File: config.mk
export PLATFORM = sky130hd
export DESIGN_NAME = sorted_interval_set_coalescer
export DESIGN_NICKNAME = d
export VERILOG_FILES = /design/src/sisc_pkg.sv /design/src/sisc_ram.sv /design/src/sisc_alu.sv /design/src/sisc_ctrl.sv /design/src/sorted_interval_set_coalescer.sv
export SDC_FILE = /design/constraint.sdc
export NUM_CORES = 2
export LEC_CHECK = 0
export ABC_AREA = 1
export BUFFER_PORTS_ARGS = -buffer_cell sky130_fd_sc_hd__buf_2
export CAP_MARGIN = 30
export CORE_MARGIN = 2
export CORE_UTILIZATION = 50
export CTS_CLUSTER_SIZE = 24
export DETAILED_ROUTE_END_ITERATION = 10
export PLACE_DENSITY = 0.7
export SLEW_MARGIN = 30
export SYNTH_ARGS = -nofsm -noshare
export SYNTH_HDL_FRONTEND = slang
export SYNTH_SLANG_ARGS = --single-unit
File: constraint.sdc
create_clock -name aclk -period 7.5 [get_ports aclk]
set_clock_uncertainty 0.05 [all_clocks]
set_input_delay 0.75 -clock aclk [delete_from_list [all_inputs] [get_ports aclk]]
set_output_delay 0.75 -clock aclk [all_outputs]
set_load 0.03 [all_outputs]
File: src/sisc_pkg.sv
// Shared types, codes and default constants for the sorted interval set coalescer.
// Used by sisc_alu, sisc_ctrl and the top level; depends on nothing.
package sisc_pkg;

    // Field widths of the channel payloads
    localparam int KIND_W      = 2;
    localparam int OFFSET_W    = 18;
    localparam int LENGTH_W    = 19;
    localparam int STATUS_W    = 2;
    localparam int HOLE_ST_W   = 18;
    localparam int HOLE_SZ_W   = 19;
    localparam int SEG_CNT_W   = 4;
    localparam int COVERED_W   = 19;

    // Defaults for the top-level parameters
    localparam int DEF_MAX_SEGMENTS = 15;
    localparam int DEF_ZONE_BYTES   = 262144;

    // Most holes reported by one list-holes request
    localparam int HOLE_CAP = 16;
    localparam int HOLE_N_W = $clog2(HOLE_CAP + 1);

    typedef enum logic [KIND_W-1:0] {
        KIND_INSERT = 2'd0,
        KIND_HOLES  = 2'd1,
        KIND_FULL   = 2'd2,
        KIND_CLEAR  = 2'd3
    } kind_t;

    typedef enum logic [STATUS_W-1:0] {
        STATUS_OK        = 2'd0,
        STATUS_OVERFLOW  = 2'd1,
        STATUS_BAD_RANGE = 2'd2
    } status_t;

    typedef enum logic [2:0] {
        ST_IDLE,
        ST_INS_WALK,
        ST_INS_END,
        ST_HOLE_WALK,
        ST_HOLE_TAIL,
        ST_HOLE_LAST,
        ST_RESP
    } state_t;

    typedef struct packed {
        kind_t                kind;
        logic [OFFSET_W-1:0]  offset;
        logic [LENGTH_W-1:0]  length;
    } in_item_t;

    typedef struct packed {
        status_t               status;
        logic                  hole_valid;
        logic [HOLE_ST_W-1:0]  hole_start;
        logic [HOLE_SZ_W-1:0]  hole_size;
        logic                  last;
        logic [SEG_CNT_W-1:0]  segment_count;
        logic [COVERED_W-1:0]  covered_bytes;
        logic                  zone_full;
    } out_item_t;

    // Compare results of the shared segment unit
    typedef struct packed {
        logic end_lt_lo;   // segment ends before the new range starts
        logic start_le_hi; // segment starts at or before the new range end
        logic start_gt_c;  // segment starts after the cursor (gap in front)
    } alu_flags_t;

endpackage

File: src/sisc_ram.sv
// Generic simple dual-port RAM: one write port, one read port with registered read data.
// No dependencies.
module sisc_ram #(
    parameter int WIDTH = 8,
    parameter int DEPTH = 16
) (
    input  logic                     aclk,
    input  logic                     we,
    input  logic [$clog2(DEPTH)-1:0] waddr,
    input  logic [WIDTH-1:0]         wdata,
    input  logic                     re,
    input  logic [$clog2(DEPTH)-1:0] raddr,
    output logic [WIDTH-1:0]         rdata
);

    logic [WIDTH-1:0] mem [DEPTH];

    // Write port
    always_ff @(posedge aclk) begin
        if (we) begin
            mem[waddr] <= wdata;
        end
    end

    // Read port; data holds while re is low
    always_ff @(posedge aclk) begin
        if (re) begin
            rdata <= mem[raddr];
        end
    end

endmodule

File: src/sisc_alu.sv
// Shared segment unit: end address, gap to cursor, and merge bounds for one stored segment.
// Depends on sisc_pkg.
module sisc_alu
    import sisc_pkg::*;
#(
    parameter int A_W = 19
) (
    input  logic [A_W-1:0] seg_start,
    input  logic [A_W-1:0] seg_size,
    input  logic [A_W-1:0] cursor,
    input  logic [A_W-1:0] lo,
    input  logic [A_W-1:0] hi,
    output logic [A_W-1:0] seg_end,
    output logic [A_W-1:0] gap,
    output logic [A_W-1:0] lo_min,
    output logic [A_W-1:0] hi_max,
    output alu_flags_t     flags
);

    // End of the segment (exclusive)
    assign seg_end = seg_start + seg_size;

    // Uncovered bytes between cursor and segment start
    assign gap = seg_start - cursor;

    // Compares
    always_comb begin
        flags.end_lt_lo   = (seg_end < lo);
        flags.start_le_hi = (seg_start <= hi);
        flags.start_gt_c  = (seg_start > cursor);
    end

    // Bounds of the range after merging this segment in
    assign lo_min = (seg_start < lo) ? seg_start : lo;
    assign hi_max = (seg_end > hi) ? seg_end : hi;

endmodule

File: src/sisc_ctrl.sv
// Sequencer for the coalescer: walks the segment list in RAM through the shared unit,
// rebuilds the list into the spare bank on insert, and produces result transactions.
// Depends on sisc_pkg, sisc_ram and sisc_alu.
module sisc_ctrl
    import sisc_pkg::*;
#(
    parameter int MAX_SEGMENTS = DEF_MAX_SEGMENTS,
    parameter int ZONE_BYTES   = DEF_ZONE_BYTES
) (
    input  logic      aclk,
    input  logic      aresetn,
    input  logic      in_valid,
    output logic      in_ready,
    input  in_item_t  in_item,
    input  logic      out_free,
    output logic      emit_valid,
    output out_item_t emit_item
);

    localparam int A_W   = $clog2(ZONE_BYTES + 1);
    localparam int I_W   = (MAX_SEGMENTS > 1) ? $clog2(MAX_SEGMENTS) : 1;
    localparam int C_W   = $clog2(MAX_SEGMENTS + 1);
    localparam int W_W   = $clog2(MAX_SEGMENTS + 2);
    localparam int RA_W  = I_W + 1;
    localparam int CHK_W = (A_W > 20) ? A_W : 20;
    localparam int HS_EXT_W = A_W + HOLE_ST_W;
    localparam int HZ_EXT_W = A_W + HOLE_SZ_W;
    localparam int CV_EXT_W = A_W + COVERED_W;
    localparam int CN_EXT_W = C_W + SEG_CNT_W;
    localparam logic [A_W-1:0]   ZONE_A   = A_W'(ZONE_BYTES);
    localparam logic [CHK_W-1:0] ZONE_CHK = CHK_W'(ZONE_BYTES);
    localparam logic [W_W-1:0]   MAX_W    = W_W'(MAX_SEGMENTS);

    // Control state
    state_t             state_reg, state_next;
    logic               bank_reg, bank_next;
    logic [C_W-1:0]     total_reg, total_next;
    logic [A_W-1:0]     cov_reg, cov_next;
    status_t            status_reg, status_next;
    logic               dv_reg, dv_next;
    logic [C_W-1:0]     rd_idx_reg, rd_idx_next;
    logic               placed_reg, placed_next;
    logic [W_W-1:0]     wcount_reg, wcount_next;
    logic               hp_valid_reg, hp_valid_next;
    logic [HOLE_N_W-1:0] nh_reg, nh_next;

    // Working values
    logic [A_W-1:0]     lo_reg, lo_next;
    logic [A_W-1:0]     hi_reg, hi_next;
    logic [A_W-1:0]     sum_reg, sum_next;
    logic [A_W-1:0]     cursor_reg, cursor_next;
    logic [A_W-1:0]     hp_start_reg, hp_start_next;
    logic [A_W-1:0]     hp_size_reg, hp_size_next;

    // RAM ports
    logic               ram_we, ram_re;
    logic [RA_W-1:0]    ram_waddr, ram_raddr;
    logic [2*A_W-1:0]   ram_wdata, ram_rdata;
    logic [A_W-1:0]     rd_start, rd_size;

    // Shared unit ports
    logic               tail_sel;
    logic [A_W-1:0]     alu_start, alu_size;
    logic [A_W-1:0]     seg_end, gap, lo_min, hi_max;
    alu_flags_t         flags;

    // Misc
    logic [A_W-1:0]     merged_size;
    logic               wr_go;
    logic [A_W-1:0]     wr_start, wr_size;
    logic               consume, issue, new_hole;
    logic [CHK_W-1:0]   end_chk;
    logic [W_W-1:0]     cnt_fin;
    logic [A_W-1:0]     sum_fin;
    logic               emit_hole, emit_last;
    logic [HS_EXT_W-1:0] hs_ext;
    logic [HZ_EXT_W-1:0] hz_ext;
    logic [CV_EXT_W-1:0] cv_ext;
    logic [CN_EXT_W-1:0] cn_ext;

    sisc_ram #(
        .WIDTH (2 * A_W),
        .DEPTH (2 ** RA_W)
    ) u_ram (
        .aclk  (aclk),
        .we    (ram_we),
        .waddr (ram_waddr),
        .wdata (ram_wdata),
        .re    (ram_re),
        .raddr (ram_raddr),
        .rdata (ram_rdata)
    );

    assign rd_start = ram_rdata[2*A_W-1:A_W];
    assign rd_size  = ram_rdata[A_W-1:0];

    // The zone end acts as a zero-size entry for the trailing hole
    assign alu_start = tail_sel ? ZONE_A : rd_start;
    assign alu_size  = tail_sel ? '0 : rd_size;

    sisc_alu #(
        .A_W (A_W)
    ) u_alu (
        .seg_start (alu_start),
        .seg_size  (alu_size),
        .cursor    (cursor_reg),
        .lo        (lo_reg),
        .hi        (hi_reg),
        .seg_end   (seg_end),
        .gap       (gap),
        .lo_min    (lo_min),
        .hi_max    (hi_max),
        .flags     (flags)
    );

    assign merged_size = hi_reg - lo_reg;
    assign end_chk     = CHK_W'(in_item.offset) + CHK_W'(in_item.length);
    assign in_ready    = (state_reg == ST_IDLE);

    // Result fields, trimmed to the channel widths
    assign hs_ext = HS_EXT_W'(hp_start_reg);
    assign hz_ext = HZ_EXT_W'(hp_size_reg);
    assign cv_ext = CV_EXT_W'(cov_reg);
    assign cn_ext = CN_EXT_W'(total_reg);

    always_comb begin
        emit_item.status        = emit_hole ? STATUS_OK : status_reg;
        emit_item.hole_valid    = emit_hole;
        emit_item.hole_start    = emit_hole ? hs_ext[HOLE_ST_W-1:0] : '0;
        emit_item.hole_size     = emit_hole ? hz_ext[HOLE_SZ_W-1:0] : '0;
        emit_item.last          = emit_last;
        emit_item.segment_count = cn_ext[SEG_CNT_W-1:0];
        emit_item.covered_bytes = cv_ext[COVERED_W-1:0];
        emit_item.zone_full     = (cov_reg == ZONE_A);
    end

    // Next state and datapath control
    always_comb begin
        state_next    = state_reg;
        bank_next     = bank_reg;
        total_next    = total_reg;
        cov_next      = cov_reg;
        status_next   = status_reg;
        dv_next       = dv_reg;
        rd_idx_next   = rd_idx_reg;
        placed_next   = placed_reg;
        wcount_next   = wcount_reg;
        hp_valid_next = hp_valid_reg;
        nh_next       = nh_reg;
        lo_next       = lo_reg;
        hi_next       = hi_reg;
        sum_next      = sum_reg;
        cursor_next   = cursor_reg;
        hp_start_next = hp_start_reg;
        hp_size_next  = hp_size_reg;

        ram_we    = 1'b0;
        ram_waddr = {bank_reg, I_W'(0)};
        ram_wdata = {{A_W{1'b0}}, ZONE_A};
        ram_re    = 1'b0;
        ram_raddr = {bank_reg, rd_idx_reg[I_W-1:0]};

        tail_sel   = 1'b0;
        wr_go      = 1'b0;
        wr_start   = rd_start;
        wr_size    = rd_size;
        consume    = 1'b0;
        issue      = 1'b0;
        new_hole   = flags.start_gt_c && (nh_reg < HOLE_N_W'(HOLE_CAP));
        cnt_fin    = wcount_reg;
        sum_fin    = sum_reg;
        emit_valid = 1'b0;
        emit_hole  = 1'b0;
        emit_last  = 1'b1;

        case (state_reg)
            ST_IDLE: begin
                if (in_valid) begin
                    rd_idx_next = '0;
                    dv_next     = 1'b0;
                    status_next = STATUS_OK;
                    case (in_item.kind)
                        KIND_INSERT: begin
                            if (in_item.length == '0 || end_chk > ZONE_CHK) begin
                                status_next = STATUS_BAD_RANGE;
                                state_next  = ST_RESP;
                            end else begin
                                lo_next     = A_W'(in_item.offset);
                                hi_next     = A_W'(end_chk);
                                placed_next = 1'b0;
                                wcount_next = '0;
                                sum_next    = '0;
                                state_next  = ST_INS_WALK;
                            end
                        end
                        KIND_HOLES: begin
                            cursor_next   = '0;
                            nh_next       = '0;
                            hp_valid_next = 1'b0;
                            state_next    = ST_HOLE_WALK;
                        end
                        KIND_FULL: begin
                            // One segment covering the whole zone
                            ram_we     = 1'b1;
                            total_next = C_W'(1);
                            cov_next   = ZONE_A;
                            state_next = ST_RESP;
                        end
                        KIND_CLEAR: begin
                            total_next = '0;
                            cov_next   = '0;
                            state_next = ST_RESP;
                        end
                        default: begin
                            state_next = ST_RESP;
                        end
                    endcase
                end
            end

            ST_INS_WALK: begin
                // Classify the entry on the read port: prefix, merge, or suffix
                if (dv_reg) begin
                    if (!placed_reg && flags.end_lt_lo) begin
                        wr_go   = 1'b1;
                        consume = 1'b1;
                    end else if (!placed_reg && flags.start_le_hi) begin
                        lo_next = lo_min;
                        hi_next = hi_max;
                        consume = 1'b1;
                    end else if (!placed_reg) begin
                        // Merged range goes first; the entry is held and written after it
                        wr_go       = 1'b1;
                        wr_start    = lo_reg;
                        wr_size     = merged_size;
                        placed_next = 1'b1;
                    end else begin
                        wr_go   = 1'b1;
                        consume = 1'b1;
                    end
                end
                issue = (rd_idx_reg < total_reg) && (!dv_reg || consume);
                if (!dv_reg && rd_idx_reg == total_reg) begin
                    state_next = ST_INS_END;
                end
            end

            ST_INS_END: begin
                // Place the merged range if nothing followed it, then commit
                if (!placed_reg) begin
                    wr_go    = 1'b1;
                    wr_start = lo_reg;
                    wr_size  = merged_size;
                    cnt_fin  = wcount_reg + W_W'(1);
                    sum_fin  = sum_reg + merged_size;
                end
                if (cnt_fin > MAX_W) begin
                    status_next = STATUS_OVERFLOW;
                end else begin
                    status_next = STATUS_OK;
                    bank_next   = ~bank_reg;
                    total_next  = C_W'(cnt_fin);
                    cov_next    = sum_fin;
                end
                state_next = ST_RESP;
            end

            ST_HOLE_WALK: begin
                consume = dv_reg && !(new_hole && hp_valid_reg && !out_free);
                if (consume) begin
                    cursor_next = seg_end;
                    if (new_hole) begin
                        emit_valid    = hp_valid_reg;
                        emit_hole     = 1'b1;
                        emit_last     = 1'b0;
                        hp_start_next = cursor_reg;
                        hp_size_next  = gap;
                        hp_valid_next = 1'b1;
                        nh_next       = nh_reg + HOLE_N_W'(1);
                    end
                end
                issue = (rd_idx_reg < total_reg) && (!dv_reg || consume);
                if (!dv_reg && rd_idx_reg == total_reg) begin
                    state_next = ST_HOLE_TAIL;
                end
            end

            ST_HOLE_TAIL: begin
                // Gap between the last segment and the zone end
                tail_sel = 1'b1;
                if (!(new_hole && hp_valid_reg && !out_free)) begin
                    if (new_hole) begin
                        emit_valid    = hp_valid_reg;
                        emit_hole     = 1'b1;
                        emit_last     = 1'b0;
                        hp_start_next = cursor_reg;
                        hp_size_next  = gap;
                        hp_valid_next = 1'b1;
                        nh_next       = nh_reg + HOLE_N_W'(1);
                    end
                    state_next = ST_HOLE_LAST;
                end
            end

            ST_HOLE_LAST: begin
                if (hp_valid_reg) begin
                    emit_hole = 1'b1;
                    if (out_free) begin
                        emit_valid = 1'b1;
                        state_next = ST_IDLE;
                    end
                end else begin
                    state_next = ST_RESP;
                end
            end

            ST_RESP: begin
                if (out_free) begin
                    emit_valid = 1'b1;
                    state_next = ST_IDLE;
                end
            end

            default: begin
                state_next = ST_IDLE;
            end
        endcase

        // Read stream: one entry in flight, held while not consumed
        if (issue) begin
            ram_re      = 1'b1;
            rd_idx_next = rd_idx_reg + C_W'(1);
        end
        if (state_reg == ST_INS_WALK || state_reg == ST_HOLE_WALK) begin
            dv_next = issue || (dv_reg && !consume);
        end

        // List rebuild writes go to the spare bank
        if (wr_go) begin
            ram_we      = (wcount_reg < MAX_W);
            ram_waddr   = {~bank_reg, wcount_reg[I_W-1:0]};
            ram_wdata   = {wr_start, wr_size};
            wcount_next = wcount_reg + W_W'(1);
            sum_next    = sum_reg + wr_size;
        end
    end

    // Control registers
    always_ff @(posedge aclk) begin
        if (!aresetn) begin
            state_reg    <= ST_IDLE;
            bank_reg     <= 1'b0;
            total_reg    <= '0;
            cov_reg      <= '0;
            status_reg   <= STATUS_OK;
            dv_reg       <= 1'b0;
            rd_idx_reg   <= '0;
            placed_reg   <= 1'b0;
            wcount_reg   <= '0;
            hp_valid_reg <= 1'b0;
            nh_reg       <= '0;
        end else begin
            state_reg    <= state_next;
            bank_reg     <= bank_next;
            total_reg    <= total_next;
            cov_reg      <= cov_next;
            status_reg   <= status_next;
            dv_reg       <= dv_next;
            rd_idx_reg   <= rd_idx_next;
            placed_reg   <= placed_next;
            wcount_reg   <= wcount_next;
            hp_valid_reg <= hp_valid_next;
            nh_reg       <= nh_next;
        end
    end

    // Working registers
    always_ff @(posedge aclk) begin
        lo_reg       <= lo_next;
        hi_reg       <= hi_next;
        sum_reg      <= sum_next;
        cursor_reg   <= cursor_next;
        hp_start_reg <= hp_start_next;
        hp_size_reg  <= hp_size_next;
    end

endmodule

File: src/sorted_interval_set_coalescer.sv
// Sorted interval set coalescer: top level with the channel ports and the result register.
// Depends on sisc_pkg and sisc_ctrl (which holds sisc_ram and sisc_alu).
//
// Usage: a request transaction on s_* (s_valid/s_ready, s_data) carries kind, offset
// and length. Kinds: insert a byte range, list holes, mark the zone full, clear.
// Each request yields result transactions on m_* (m_valid/m_ready, m_data): one
// for insert, mark-full and clear; one per uncovered range (up to HOLE_CAP) for list holes, with
// last set on the final one (a single hole-less result if the zone is covered).
// The segment list lives in a two-bank RAM; an insert reads the current bank one
// segment per cycle (holding one segment while the new range is placed ahead of it)
// and writes the rebuilt list to the other bank, then swaps unless it overflows.
// s_ready is high only while no request is in progress; one request at a time.
// A result waits in the output register while m_ready is low; the list-holes walk
// pauses with a further hole ready until the register frees. Reset (aresetn low,
// synchronous) empties the list and drops any pending result.
module sorted_interval_set_coalescer
    import sisc_pkg::*;
#(
    parameter int MAX_SEGMENTS = DEF_MAX_SEGMENTS,
    parameter int ZONE_BYTES   = DEF_ZONE_BYTES
) (
    input  logic      aclk,
    input  logic      aresetn,
    input  logic      s_valid,
    output logic      s_ready,
    input  in_item_t  s_data,
    output logic      m_valid,
    input  logic      m_ready,
    output out_item_t m_data
);

    logic      out_valid_reg, out_valid_next;
    out_item_t out_data_reg;
    logic      out_free;
    logic      emit_valid;
    out_item_t emit_item;

    sisc_ctrl #(
        .MAX_SEGMENTS (MAX_SEGMENTS),
        .ZONE_BYTES   (ZONE_BYTES)
    ) u_ctrl (
        .aclk       (aclk),
        .aresetn    (aresetn),
        .in_valid   (s_valid),
        .in_ready   (s_ready),
        .in_item    (s_data),
        .out_free   (out_free),
        .emit_valid (emit_valid),
        .emit_item  (emit_item)
    );

    // Output register: free when empty or being taken this cycle
    assign out_free = !out_valid_reg || m_ready;

    always_comb begin
        out_valid_next = out_valid_reg;
        if (emit_valid) begin
            out_valid_next = 1'b1;
        end else if (m_ready) begin
            out_valid_next = 1'b0;
        end
    end

    always_ff @(posedge aclk) begin
        if (!aresetn) begin
            out_valid_reg <= 1'b0;
        end else begin
            out_valid_reg <= out_valid_next;
        end
    end

    always_ff @(posedge aclk) begin
        if (emit_valid) begin
            out_data_reg <= emit_item;
        end
    end

    assign m_valid = out_valid_reg;
    assign m_data  = out_data_reg;

endmodule
Word-level counts from Yosys, hierarchy flattened
Memory sizes are Yosys's and may differ from the RTL's. A register that Yosys moved wholly into a read port is not among the register bits. Index checks and enable logic that the tools add are counted.

Multipliers: 0. Shift-type cells: 0. Divide/modulo/power cells: 0. Magnitude comparators: 10. Reduce and logical (&&, ||, !) cells: 52. Equality and inequality tests: 28. Multiplexer cells: 139. Add/subtract/negate cells: 9. Bitwise logic cells: 2.

Operator list (number): 2-to-1 mux 19 bit (41); one-hot mux 19 bit (2 select lines) (9); 2-to-1 mux 5 bit (13); adder 19 bit (3); 2-to-1 mux 1 bit (46); > comparator 19 bit (2); < comparator 19 bit (2); 2-to-1 mux 38 bit (1); subtractor 19 bit (2); nonzero test 2 bit (12); 2-to-1 mux 3 bit (7); one-hot mux 3 bit (7 select lines) (1); adder 18 x 19 -> 20 bit (1); > comparator 20 x 19 -> 1 bit (second input constant) (1); 2-to-1 mux 4 bit (5); == test 19 bit (second input constant) (1); less-or-equal comparator 19 bit (1); zero test 19 bit (1); inequality test 2 x 1 -> 1 bit (second input constant) (8); inequality test 2 bit (second input constant) (8); one-hot mux 4 bit (2 select lines) (2); AND reduction 4 bit (4); AND reduction 8 bit (2); one-hot mux 5 bit (3 select lines) (1); 31 further kinds (66).

Bits in latches: 0. Output and inout bits: 67. Memory bits (read-only): 0. Bits of input ports: 43. Memories: 1. RAM bits: 1216. Word-level logic and storage cells: 267. Bits in registers: 226.

Memory list: u_ctrl.u_ram.mem (depth 32, bits a word 38, rd ports 1, clocked after Yosys merged registers in 1, wr ports 1, line sisc_ram.sv:16) `logic [WIDTH-1:0] mem [DEPTH];`.

Logic depth before layout (Yosys ltp)
Depth after elaboration: 14. Mapped depth: 53.

Cells and area by module
Synthesis repeated with hierarchy kept, for this count alone.

Cells, all modules: 6823. Area total of the unflattened synthesis: 69032.5 um^2.

Modules (own cells, without submodules): sisc_ram (area an instance 50234.4 um^2, cells an instance 4190, instances 1); sisc_ctrl (area an instance 12167.9 um^2, cells an instance 1745, instances 1); sisc_alu (area an instance 4631.9 um^2, cells an instance 817, instances 1); sorted_interval_set_coalescer (area an instance 1998.2 um^2, cells an instance 71, instances 1).

Least setup slack after synthesis
OpenSTA, ideal clock, no wires.

Kind: register to register. Start: register u_ctrl.state_reg[2]. End: memory u_ctrl.u_ram.mem[16][0] (netlist bit) (enable). Library setup time: 433 ps. Data arrival time: 5839 ps. Path slack: 1177 ps. Data required time: 7017 ps. Stages on the path, launching flop included: 36. Path through: dfxtp_1 > inv_1 > nor2_1 > clkbuf_1 > buf_1 > nor2_1 > ha_1 > ha_1 > inv_1 > nand2_1 > nand2_1 > inv_1 > nand2_1 > nand2_1 > nand2_1 > nand2_1 > nand2_1 > nand3_1 > nand2_1 > nand2_1 > a21oi_1 > nand2_1 > nand2_1 > inv_1 > ha_1 > nand3_1 > nor2_1 > nand4_1 > nand4_1 > nand3_1 > nand3_1 > nand2_2 > buf_4 > nand2_1 > nand4_1 > nor2_1.

Cells in the longest elaborated chain, start to end: 12.

RTL lines: start, declared (line sisc_ctrl.sv:35) `state_t state_reg, state_next;`; start signal, assigned (line sisc_ctrl.sv:363) `state_reg <= state_next;`; == test 3 bit (line sisc_ctrl.sv:176) `case (state_reg)`; 2-to-1 mux 1 bit (line sisc_ctrl.sv:176); 2-to-1 mux 19 bit (on tied branches) (line sisc_ctrl.sv:98, sisc_ctrl.sv:99); adder 19 bit or less-or-equal comparator 19 bit (tied branches) (line sisc_alu.sv:21, sisc_alu.sv:29); < comparator 19 bit or logical AND 1 bit (tied branches) (line sisc_alu.sv:28, sisc_ctrl.sv:227); logical AND 1 bit or 2-to-1 mux 1 bit (tied branches) (line sisc_ctrl.sv:224, sisc_ctrl.sv:227); 2-to-1 mux 1 bit (line sisc_ctrl.sv:224) `if (!placed_reg && flags.end_lt_lo) begin`; 2-to-1 mux 1 bit (line sisc_ctrl.sv:223) `if (dv_reg) begin`; one-hot mux 1 bit (2 select lines) (line sisc_ctrl.sv:176); 2-to-1 mux 1 bit (line sisc_ctrl.sv:339) `if (wr_go) begin`; 2-to-1 mux 1 bit (line sisc_ram.sv:20) `if (we) begin`; 2-to-1 mux 1 bit (not written as such) (line sisc_ram.sv:21) `mem[waddr] <= wdata;`; end, declared (line sisc_ram.sv:16).

Parallel ways exist; a longest one is shown, timed or not.

Worst setup path in the final report
Start: register u_ctrl.state_reg[1]. End: register u_ctrl.sum_reg[13] (data pin).

Cells in the longest elaborated chain, start to end: 11.

RTL lines: == test 3 bit (line sisc_ctrl.sv:176); 2-to-1 mux 1 bit (line sisc_ctrl.sv:176); 2-to-1 mux 19 bit (on tied branches) (line sisc_ctrl.sv:98, sisc_ctrl.sv:99); adder 19 bit or less-or-equal comparator 19 bit (tied branches) (line sisc_alu.sv:21, sisc_alu.sv:29); < comparator 19 bit or logical AND 1 bit (tied branches) (line sisc_alu.sv:28, sisc_ctrl.sv:227); logical AND 1 bit or 2-to-1 mux 19 bit (tied branches) (line sisc_ctrl.sv:224, sisc_ctrl.sv:227); 2-to-1 mux 19 bit (line sisc_ctrl.sv:224); 2-to-1 mux 19 bit (line sisc_ctrl.sv:223); one-hot mux 19 bit (2 select lines) (line sisc_ctrl.sv:176); adder 19 bit (line sisc_ctrl.sv:344) `sum_next = sum_reg + wr_size;`; 2-to-1 mux 19 bit (*) (line sisc_ctrl.sv:339); end signal, assigned (line sisc_ctrl.sv:381) `sum_reg <= sum_next;`; end, declared (line sisc_ctrl.sv:50) `logic [A_W-1:0] sum_reg, sum_next;`.

Mark *: on every way between the ends. The rest lies on a longest branch, timed or not. A chain may end at the register's enable or synchronous reset.

==> run metrics <==
status=completed; RSZ-0062 raised after global routing=no; Yosys top cell area share=0.643; row count=134; Final Max Tran Viols=0; Via Count=48744; mapped cell area=66900 um2; Port Buf Inserts=109; post-synth top area cell=edfxtp_1; Startpoint Class=register; FF+latch count, synth=1479; final hold violation count=0; Min-Delay Startpoint=s_valid; syn avg cell area=11.2 um2; post-synthesis xor/xnor area fraction=0.00929; Initial Util=0.503; core area=133000 um2; Max VDD drop=0.271 mV; post-synthesis mux area share=0; Starting DRT DRC Count=6465; number of max-cap violations=0; total clock sinks=1479; CP max stage delay=0.43 ns; CTS tree=done; router iterations before antenna repair=6; Switching Share=0.387; setup TNS=0 ns; P_sw=11.4 mW; first-pass GRT wire length=296 mm; CP Depth=41; H-tree levels=4; kind of critical path=reg2reg; die area=137000 um2; Critical Path RT=7.96 ns; CTS buffer count=149; Post-synth top cells=1432 x edfxtp_1, 953 x nor2_1, 822 x o21ai_0, 653 x nand2_1, 424 x inv_1; aggregate global routing overflow=0; Synth Area in Simple Gates=0.120; fin cells=8051; Post-synth EDFFs=1432; Clock transition at path regs=0.06 ns; largest family of logic cells by synthesized area=compound AO/OA/AOI/OAI gates; Critical path buffers and inverters=9; Crit Path Max Fanout=12; Placed Cells=7778; die width=370 um; period utilisation layout=0.915; Comb power frac=0.375; most common cell in the synthesized netlist=edfxtp_1; Post-synth ARST share=0; kind of end point of the critical path=register; setup ws final=0.641 ns; final setup fails=0; CP Launch Point=u_ctrl.state_reg[1]; Flop pwr share=0.381; synth unique cells=59; power density cells=390 nW/um2; Top delay family on crit path=simple AND/OR/NAND/NOR gates; Detail Placement HPWL=122 mm; Worst Hold Class=in2reg; leak pwr=27.7 nW; fill count=11040; DRC=0; worst r2r path cells=41; vias per inst=6.05; antenna violations before repair=3; deepest clock path buffer count=3; Clk Latency, worst-skew pair=0.80 ns; GPL Wtd Cong=0.998; Clk network pwr share=0.245; sequential area share after synthesis=0.657; total number of yosys warnings=0; Cells after Synth=5992; f_max=146 MHz; reg2reg start=u_ctrl.state_reg[1]; vias in the first global route=45702; Tmin final=6.86 ns; hold path depth=4; Slew headroom=0.318; post-synthesis adder-cell area fraction=0.0326; final WL=203 mm; fin nets=6378; Largest Register=u_ctrl.u_ram.mem; layout cell share with drive strength beyond 1=0.102; largest net degree at the start of global routing=191; Tot GR Track Use=0.292; clk root buf=clkbuf_16; area grow syn2layout=12.8%; Die Height=370 um; Critical Path AT=7.31 ns; Area contributors post-synth=edfxtp_1 64%, o21ai_0 6.1%, nor2_1 5.3%; routed len/inst=25.2 um; max reg flops=1216; CP max stage cell=dfxtp_1; ys flop type=edfxtp_1; top-level I/O count=110; post-synthesis compound-gate area fraction=0.137; P_int=18.1 mW; worst slack, placed=0.407 ns; Worst-Margin Slew=1.02 ns; Post-DRT Antenna Nets=0
cells by family (layout without fill, tap and decap cells):
| family | after synthesis | in the layout |
|---|---|---|
| xor gates and xnor gates | 71 | 71 |
| and+or+nand+nor | 1963 | 1963 |
| buffers and inverters | 767 | 982 |
| AOI/OAI and AO/OA | 1539 | 1539 |
| adders and majority gates | 172 | 172 |
| other | 1 | 77 |
| DFF | 1479 | 1479 |
placed cells by master (no fill, tap or decap), types with 7 or more instances in the layout:
master / count
o21ai_1: 12
nand2_1: 652
nor3_1: 24
a21o_1: 7
nor2_2: 41
buf_2: 109
inv_2: 9
or2_2: 10
clkinv_2: 26
a21oi_1: 192
xor2_1: 52
clkbuf_1: 24
inv_1: 421
o211ai_1: 51
clkbuf_16: 152
o221ai_1: 234
o21ai_0: 820
edfxtp_1: 1432
o21bai_1: 12
nand4_1: 29
buf_4: 131
ha_1: 168
nor2_4: 33
xnor2_1: 19
nand3_1: 207
buf_12: 34
nor4_1: 10
nand2_2: 15
conb_1: 76
a31oi_2: 18
o22ai_1: 74
bufinv_16: 8
clkinv_1: 41
a32oi_1: 36
dfxtp_1: 40
a31oi_1: 48
nor2_1: 914
path summary, 6_finish.rpt:
kind	endpoint	slack [ns]
max reg2reg	u_ctrl.sum_reg[13]	0.64
min reg2reg	m_data[18]	0.40
min	u_ctrl.hp_valid_reg	0.23
max	u_ctrl.sum_reg[13]	0.64
metal layers:
metal | up-vias | GRT usage | share of wire
met5 | - | 0 | 0.000049
met4 | 2 | 0.115 | 0.039
met3 | 404 | 0.0481 | 0.096
met2 | 2609 | 0.464 | 0.47
met1 | 23740 | 0.403 | 0.40
li1 | 21989 | - | -
power by group through the flow:
stage | registers, mW | logic (mW) | clock network, mW
after floorplan | 11.3 | 6.99 | 0
after global placement | 11.4 | 10.7 | 0
after detailed placement | 11.4 | 10.8 | 0
after CTS | 11.2 | 10.8 | 7.28
after global routing | 11.2 | 12.1 | 7.59
final | 11.2 | 11.0 | 7.21
timing repair:
| action | CTS | global route |
|---|---|---|
| setup endpoints to repair | 0 | 6 |
| hold buffers | 0 | 0 |
| buffers inserted | 0 | 1 |
| resized for setup | 0 | 15 |
worst min-delay path, delay by kind of cell:
kind / cells / cell delay, ns
and+or+nand+nor: 3 / 0.18
buffers and inverters: 1 / 0.10
layout make-up:
type / instances / area, um2 / area share
antenna: 1 / 2.50 / 0.0000332
clock buffer: 176 / 3890 / 0.0516
clock inverter: 94 / 791 / 0.0105
inverter: 437 / 1680 / 0.0222
multi-input combinational: 3821 / 20700 / 0.275
sequential: 1479 / 44000 / 0.582
tap: 1768 / 2210 / 0.0293
timing repair buffer: 275 / 2220 / 0.0294
through the flow:
| step | cell area (um2) | hold WS (ns) | util | power [mW] |
|---|---|---|---|---|
| 2_1_floorplan | 67200 | 0.367 | - | 18.3 |
| 3_3_place_gp | 70700 | 0.383 | 0.531 | 22.0 |
| 3_5_place_dp | 70700 | 0.388 | 0.531 | 22.1 |
| 4_1_cts | 75400 | 0.166 | 0.566 | 29.3 |
| 5_1_grt | 75500 | 0.227 | 0.567 | 31.0 |
| 6_report | 75500 | 0.232 | 0.567 | 29.4 |
No activity file was read; power rests on OpenSTA's default activity.
